==> config.mk <==
export PLATFORM = sky130hd
export DESIGN_NAME = counting_sorter
export DESIGN_NICKNAME = d
export VERILOG_FILES = /design/src/sv/cs_pkg.sv /design/src/sv/counting_sorter.sv
export SDC_FILE = /design/constraint.sdc
export NUM_CORES = 2
export LEC_CHECK = 0
export ABC_AREA = 1
export BUFFER_PORTS_ARGS = -buffer_cell sky130_fd_sc_hd__buf_2
export CORE_MARGIN = 3
export CORE_UTILIZATION = 50
export DETAILED_ROUTE_END_ITERATION = 10
export PLACE_DENSITY = 0.76
export REMOVE_ABC_BUFFERS = 1
export SLEW_MARGIN = 10
export SYNTH_ARGS = -nofsm -noshare
export SYNTH_HDL_FRONTEND = slang
export SYNTH_SLANG_ARGS = --single-unit
==> constraint.sdc <==
create_clock -name clk -period 15.3 [get_ports clk]
set_clock_uncertainty 0.2 [all_clocks]
set_input_delay 1.53 -clock clk [delete_from_list [all_inputs] [get_ports clk]]
set_output_delay 1.53 -clock clk [all_outputs]
set_load 0.05 [all_outputs]
==> src/sv/cs_pkg.sv <==
// ---------------------------------------------------------------------------
// Counting sorter package
// Payload types of the input and result channels.
// ---------------------------------------------------------------------------
package cs_pkg;

  localparam int KEY_W = 8;

  typedef struct packed {
    logic [KEY_W-1:0] key_value;
    logic             is_last;
  } in_t;

  typedef struct packed {
    logic [KEY_W-1:0] sorted_value;
    logic             last_out;
  } out_t;

endpackage

==> src/sv/counting_sorter.sv <==
// Load: a key is taken in S_IDLE, which reads its histogram bin, and S_INC
// writes the bin back incremented; keys beyond MAX_ITEMS are not counted.
// Emission: S_RD reads a bin, S_CHK checks and clears it, and S_OUT gives one
// result per count while the output is free; the walk ends at the largest key.
// Reset clears control state, then a clearing pass over all min(KEY_BINS,256)
// bins zeroes the histogram while no input transaction is taken.
// ---------------------------------------------------------------------------
// Counting sorter
// Histogram based sort of 8-bit keys, walked in ascending order on the last key.
// ---------------------------------------------------------------------------
module counting_sorter #(
  parameter int MAX_ITEMS = 64,
  parameter int KEY_BINS  = 256
) (
  input  logic           clk,
  input  logic           rst_n,
  input  logic           in_valid,
  output logic           in_stall,
  input  cs_pkg::in_t    in_data,
  output logic           out_valid,
  input  logic           out_stall,
  output cs_pkg::out_t   out_data,
  input  logic           cfg_valid,
  output logic           cfg_ready,
  input  logic [cs_pkg::KEY_W-1:0] cfg_data
);

  localparam int NBINS  = (KEY_BINS < 256) ? KEY_BINS : 256;
  localparam int BW     = $clog2(NBINS);
  localparam int ITEM_W = $clog2(MAX_ITEMS + 1);
  localparam logic [cs_pkg::KEY_W-1:0] TOP_KEY = cs_pkg::KEY_W'(NBINS - 1);
  localparam logic [BW-1:0] BIN_TOP = BW'(NBINS - 1);
  localparam logic [ITEM_W-1:0] FULL_CNT = ITEM_W'(MAX_ITEMS);
  localparam logic [ITEM_W-1:0] ONE_CNT = ITEM_W'(1);

  localparam logic [2:0] S_CLEAR = 3'd0;
  localparam logic [2:0] S_IDLE  = 3'd1;
  localparam logic [2:0] S_INC   = 3'd2;
  localparam logic [2:0] S_RD    = 3'd3;
  localparam logic [2:0] S_CHK   = 3'd4;
  localparam logic [2:0] S_OUT   = 3'd5;

  logic [2:0]              state_r, state_nxt;
  logic [ITEM_W-1:0]       items_r, items_nxt;
  logic [BW-1:0]           bin_r, bin_nxt;
  logic [ITEM_W-1:0]       cnt_r, cnt_nxt;
  logic [BW-1:0]           key_r, key_nxt;
  logic                    last_r, last_nxt;
  logic [cs_pkg::KEY_W-1:0] max_r;
  logic                    out_valid_r, out_valid_nxt;
  cs_pkg::out_t            out_data_r, out_data_nxt;

  logic [ITEM_W-1:0]       mem [NBINS];
  logic [ITEM_W-1:0]       rd_data_r;
  logic                    we;
  logic [BW-1:0]           wa;
  logic [ITEM_W-1:0]       wd;
  logic [BW-1:0]           ra;

  logic [cs_pkg::KEY_W-1:0] key_c;
  logic [cs_pkg::KEY_W-1:0] key_b;
  logic [BW-1:0]            key_idx;
  logic                     out_free;

  assign key_c    = (in_data.key_value > max_r) ? max_r : in_data.key_value;
  assign key_b    = (key_c > TOP_KEY) ? TOP_KEY : key_c;
  assign key_idx  = key_b[BW-1:0];
  assign out_free = !out_valid_r || !out_stall;

  always_comb begin
    state_nxt     = state_r;
    items_nxt     = items_r;
    bin_nxt       = bin_r;
    cnt_nxt       = cnt_r;
    key_nxt       = key_r;
    last_nxt      = last_r;
    out_valid_nxt = out_valid_r && out_stall;
    out_data_nxt  = out_data_r;
    we            = 1'b0;
    wa            = bin_r;
    wd            = '0;
    ra            = bin_r;
    unique case (state_r)
      S_CLEAR: begin
        we = 1'b1;
        if (bin_r == BIN_TOP) begin
          bin_nxt   = '0;
          state_nxt = S_IDLE;
        end else begin
          bin_nxt = bin_r + 1'b1;
        end
      end
      S_IDLE: begin
        ra = key_idx;
        if (in_valid) begin
          key_nxt  = key_idx;
          last_nxt = in_data.is_last;
          if (items_r != FULL_CNT) begin
            state_nxt = S_INC;
          end else if (in_data.is_last) begin
            bin_nxt   = '0;
            state_nxt = S_RD;
          end
        end
      end
      S_INC: begin
        we        = 1'b1;
        wa        = key_r;
        wd        = rd_data_r + 1'b1;
        items_nxt = items_r + 1'b1;
        if (last_r) begin
          bin_nxt   = '0;
          state_nxt = S_RD;
        end else begin
          state_nxt = S_IDLE;
        end
      end
      S_RD: begin
        state_nxt = S_CHK;
      end
      S_CHK: begin
        cnt_nxt = rd_data_r;
        if (rd_data_r != '0) begin
          we        = 1'b1;
          state_nxt = S_OUT;
        end else begin
          bin_nxt   = bin_r + 1'b1;
          state_nxt = S_RD;
        end
      end
      S_OUT: begin
        if (out_free) begin
          out_valid_nxt             = 1'b1;
          out_data_nxt.sorted_value = cs_pkg::KEY_W'(bin_r);
          out_data_nxt.last_out     = (items_r == ONE_CNT);
          items_nxt                 = items_r - 1'b1;
          cnt_nxt                   = cnt_r - 1'b1;
          if (cnt_r == ONE_CNT) begin
            if (items_r == ONE_CNT) begin
              bin_nxt   = '0;
              state_nxt = S_IDLE;
            end else begin
              bin_nxt   = bin_r + 1'b1;
              state_nxt = S_RD;
            end
          end
        end
      end
      default: begin
        state_nxt = S_CLEAR;
      end
    endcase
  end

  always_ff @(posedge clk) begin
    if (!rst_n) begin
      state_r     <= S_CLEAR;
      items_r     <= '0;
      bin_r       <= '0;
      max_r       <= '1;
      out_valid_r <= 1'b0;
    end else begin
      state_r     <= state_nxt;
      items_r     <= items_nxt;
      bin_r       <= bin_nxt;
      out_valid_r <= out_valid_nxt;
      if (cfg_valid && cfg_ready) begin
        max_r <= cfg_data;
      end
    end
  end

  always_ff @(posedge clk) begin
    cnt_r      <= cnt_nxt;
    key_r      <= key_nxt;
    last_r     <= last_nxt;
    out_data_r <= out_data_nxt;
  end

  always_ff @(posedge clk) begin
    if (we) begin
      mem[wa] <= wd;
    end
    rd_data_r <= mem[ra];
  end

  assign in_stall  = (state_r != S_IDLE);
  assign out_valid = out_valid_r;
  assign out_data  = out_data_r;
  assign cfg_ready = 1'b1;

endmodule

---- Word-level counts from Yosys, hierarchy flattened ----
Memories as Yosys holds them, arrays and structs flattened. A register that Yosys moved wholly into a read port is not among the register bits.
Cells that the tools add are included.
cells by class
  reductions and logical operators ........ 16
  order comparisons ....................... 2
  muxes and demuxes ....................... 35
  add/sub/neg operators ................... 5
  equal/unequal tests ..................... 19
operators by type and width
  cell                   count
  $mux W8                13
  $pmux W8 S5            1
  $pmux W7 S2            2
  $mux W3                7
  $mux W7                3
  $pmux W3 S6            1
  $ne A2 B2 Y1 const B   8
  $add A7 B1 Y7 const B  2
  $eq A7 B1 Y1 const B   2
  $sub A7 B1 Y7 const B  2
  $add A8 B1 Y8 const B  1
  $eq A8 B8 Y1 const B   1
  $gt A8 B8 Y1           1
  $gt A8 B8 Y1 const B   1
  $reduce_and A2 Y1      4
  $reduce_and A8 Y1      1
  $ne A7 B7 Y1 const B   1
  $reduce_bool A7 Y1     1
  $eq A3 B2 Y1 const B   2
  $eq A3 B3 Y1 const B   2
  $mux W1                5
  $reduce_and A5 Y1      1
  $reduce_bool A5 Y1     1
  $mux W2                2
  10 further kinds       12
storage, ports and cells
  logic and storage cells ................. 88
  bits in registers ....................... 52
  output and inout port bits .............. 12
  bits in writable memories ............... 1792
  memories ................................ 1
  bits of input ports ..................... 22
memories
  memory  depth  width  read ports  clocked after Yosys merged registers in  wr ports  RTL line               RTL
  mem     256    7      1           1                                        1         counting_sorter.sv:53  logic [ITEM_W-1:0] mem [NBINS];

---- Depth between registers and ports, before layout ----
  depth in word-level cells ............... 5
  depth in mapped cells ................... 25
  gate-level depth less buffers ........... 23

---- Worst setup path after synthesis ----
No wires, ideal clock.
  path type ............................... reg-to-reg
  start point ............................. reg state_r[0]
  end point ............................... mem mem[0][6] (netlist name) (data pin)
  period minus slack after synthesis ...... 12.926 ns
  library setup time ...................... 2.099 ns
  stages on the path, launching flop included .. 7
  arrival ................................. 10.627 ns
  data required time ...................... 13.001 ns
  setup slack ............................. 2.374 ns
  buffers on the path ..................... 1
  path through ............................ dfxtp_1 nor2_1 inv_1 nor2_2 inv_2 clkbuf_1 nor3_1
between the ends
  word-level cells in the longest chain between the ends .. 2
RTL lines
  what                    RTL line                RTL
  from (decl)             counting_sorter.sv:43   logic [2:0] state_r, state_nxt;
  from (signal assigned)  counting_sorter.sv:163  state_r <= state_nxt;
  $eq A3 B2 Y1            counting_sorter.sv:83   unique case (state_r)
  $mux W7                 counting_sorter.sv:83
  via wd[6]               counting_sorter.sv:57   logic [ITEM_W-1:0] wd;
  to (decl)               counting_sorter.sv:53
The timed path passes the listed nets, and every way through them passes these cells.

---- Worst setup path in the final report ----
  start point ............................. in in_data[4] (netlist name)
  end point ............................... reg rd_data_r[1] (read register of mem)
between the ends
  word-level cells in the longest chain between the ends .. 5
RTL lines
  what          RTL line               RTL
  from (decl)   counting_sorter.sv:19  input cs_pkg::in_t in_data,
  $gt A8 B8 Y1  counting_sorter.sv:65  assign key_c = (in_data.key_value > max_r) ? max_r : in_data.key_value;
  $mux W8 *     counting_sorter.sv:65
  $gt A8 B8 Y1  counting_sorter.sv:66  assign key_b = (key_c > TOP_KEY) ? TOP_KEY : key_c;
  $mux W8 *     counting_sorter.sv:66
  $mux W8 *     counting_sorter.sv:83
  to (decl)     counting_sorter.sv:54  logic [ITEM_W-1:0] rd_data_r;
Every way passes the cells marked *; elsewhere a longest branch is shown, timed or not.
A chain may end at the register's enable or synchronous reset.

==> impl_metrics.yaml <==
worst_hold_path:
  hp-start: "bin_r[3]$_SDFFE_PN0P_"
  holdPathEnd: "out_data[4]$_DFFE_PP_"
  min_path_type: "reg2reg"
  whs_path_depth: 0
clock_network:
  ctsResizeCount: 0
  cts_made_buffers: 180
  clkSinkCount: 1851
  hold_buffers: 0
  root_buffer: "clkbuf_16"
  htree_levels: 4
  cts_tree: "yes"
  clk_pin_slew_worst_paths_ns: 0.06
  clock_latency_ns: 0.83
  postCtsSetupBuffers: 0
  cts_buffer_depth: 3
logic_synthesis:
  muxShareOfSynthArea: 0
  synth-compound-area-share: 0.0149
  synth-edff-count: 1817
  yosys_warnings: 0
  synth_cells: 7929
  synth.most_common_cell: "nand2_1"
  synthSimpleGateAreaFrac: 0.214
  seq_area_frac_synth: 0.679
  yosys-top-cells-count: "nand2_1, edfxtp_1, nand3_1, inv_1, buf_2"
  yosys.cell_types.count: 45
  async_flop_share: 0
  synth_largest_area_cell: "edfxtp_1"
  synthTopCellsByArea: "edfxtp_1, nand2_1, nand3_1"
  ys.flop_type: "edfxtp_1"
  synth_fa_ha_area_frac: 0.00262
  synth_top_family_by_area: "simple AND/OR/NAND/NOR gates"
  synthXorXnorAreaFrac: 0.000646
  ys_ff_latch: 1851
  syn_area_sq_um: 81300
  yosys.area.top_type_share: 0.671
  avgSynthCellArea_sq_um: 10.3
timing:
  setup-tns-final_ns: 0
  relSlewSlack: 0.107
  rsz0062_at_grt: "false"
  slew_viol_final: 0
  setup_viol: 0
  final.setup.worst_slack_ns: 8.62
  hold_violations: 0
  fmax_mhz: 150
  timing.final.crit_share: 0.437
  period_minus_slack_ns: 6.68
  tightest_slew_ns: 1.34
setup_path:
  worst-path-max-fanout: 185
  reg2regPathDepth: 23
  r2r_slack_ns: 9.11
  critPathKind: "in2reg"
  timing.rr.end: "rd_data_r[1]$_DFF_P_"
  critical_path_arrival_ns: 7.25
  setup.worst_path.start_class: "primary input"
  r2r-start: "max_r[3]$_SDFFE_PN1P_"
  crit_required_ns: 15.87
  critPathCaptureType: "register"
drt:
  first_pass_iters: 6
  first_iter_violations: 7797
  totalWireLength_um: 218000
  routedWlPerCell_um: 21.6
  drt-vias-per-instance: 5.59
  vias: 56500
  drc: 0
  drtAntennaViolNets: 0
final_layout:
  fin_util: 0.551
  drive_gt1_frac: 0.0537
  final_nets: 7822
  fin_cells: 10100
  n_fill_cell: 13200
  area_delta_synth_final_pct: 9.11
power:
  peakVddDrop_v: 0.000118
  powerDensity_nw_per_um2: 120
  finalPower_w: 0.0107
  p_leak_nw: 37.6
place:
  dp_slack_ns: 7.81
  hpwlAfterDp_um: 121000
  gp_congestion: 0.885
  dp_cells: 9761
  port_buffers: 32
global_route:
  grt.busiest_layer: "met2"
  grt_pass1_vias: 54500
  grt_pass1_wl_um: 328000
  antenna_found_initial: 8
  grt-ovfl-total: 0
  grtUsageTotal: 0.257
  grtUsageMet3: 0.0629
  use_met2: 0.395
  met1_usage: 0.345
  grt_max_degree: 222
outcome:
  status: "finished clean"
floorplanning:
  fp-row-count: 147
  die-area_sq_um: 168000
  die_h_um: 409
  ios: 34
  initial_core_util: 0.505
  core-area_sq_um: 161000
  die_w_um: 409
run:
  max_cap_viol_count: 0
## sequential cells by signal, indices dropped and copies added (netlist names)
| signal | count |
|---|---|
| mem | 1792 |
| out_data | 9 |
| bin_r | 8 |
| key_r | 8 |
| max_r | 8 |
| cnt_r | 7 |
| items_r | 7 |
| rd_data_r | 7 |
| state_r | 3 |
| last_r | 1 |
| out_valid | 1 |
## where the power goes
group	total [W]	internal [W]	switching (W)
combinational	0.000731	0.000197	0.000534
clock	0.00440	0.00250	0.00190
sequential	0.00552	0.00550	0.0000260
## per-layer routing
metal  wire length, um  vias up  part of all wire
met2             99000     3393              0.45
met5                13        -          0.000060
met1             81900    26800              0.38
met3             26600      570              0.12
met4             10200        2             0.047
li1                  -    25700                 -
## area by class of cell
cell class	instances	area, sq um	share of cell area
Clock buffer	222	4800	0.0540
Antenna cell	6	15.0	0.000169
Inverter	1354	5100	0.0575
Timing Repair Buffer	105	828	0.00933
Multi-Input combinational cell	4291	19000	0.214
Tap cell	2160	2700	0.0305
Clock inverter	110	1030	0.0116
Sequential cell	1851	55200	0.622
## worst max path at each step
stage / from / endpoint / cells past startpoint / slack [ns]
6_report: in_data[4] / rd_data_r[1]$_DFF_P_ / 23 / 8.62
5_1_grt: in_data[4] / rd_data_r[1]$_DFF_P_ / 23 / 8.21
4_1_cts: in_data[4] / rd_data_r[1]$_DFF_P_ / 23 / 8.59
3_5_place_dp: in_data[4] / rd_data_r[1]$_DFF_P_ / 23 / 7.81
3_3_place_gp: in_data[4] / rd_data_r[2]$_DFF_P_ / 23 / 7.75
2_1_floorplan: in_data[8] / rd_data_r[3]$_DFF_P_ / 18 / 1.20
## per-stage QoR
stage          cell area [sq um]  hold slack [ns]
6_report                   88700            0.237
5_1_grt                    88700            0.262
4_1_cts                    88700            0.231
3_5_place_dp               82900            0.218
3_3_place_gp               82900            0.220
2_1_floorplan              79200            0.208
## cells by family after synthesis
logic type,Yosys count
XOR/XNOR,6
buffers and inverters,1787
flip-flops,1851
AO/OA/AOI/OAI,208
other,1
AND/OR/NAND/NOR,4059
adder cells (fa/ha/maj),17
## critical path: stages
cell	delay, ns
buf_2	0.14
ha_1	0.31
nand2_1	0.09
inv_2	0.05
nand2_1	0.06
nand2_1	0.05
nand2_1	0.08
nand2_2	0.08
nand2_2	0.23
nand2_1	0.11
nand3_1	0.19
nand2_8	0.42
clkinv_8	0.71
buf_12	0.63
buf_4	0.94
nand3_1	0.18
nand3_1	0.13
nand3_1	0.13
nand3_1	0.37
nand3_1	0.24
nand3_1	0.18
nand3_1	0.15
nand2_1	0.10
## cells in the final DEF, fill, tap and decap left out, drive strengths merged, types with 5 or more instances in the layout
master and n:
clkinvlp 8, o21ai 124, a21oi 30, diode 6, clkbuf 222, inv 1359, nor2 298, nand3 1562
bufinv 16, dfxtp 34, o211ai 42, buf 105, ha 17, clkinv 81, xor2 5, edfxtp 1817
nor3 18, nand2 2171
(Power assumes the default switching activity.)
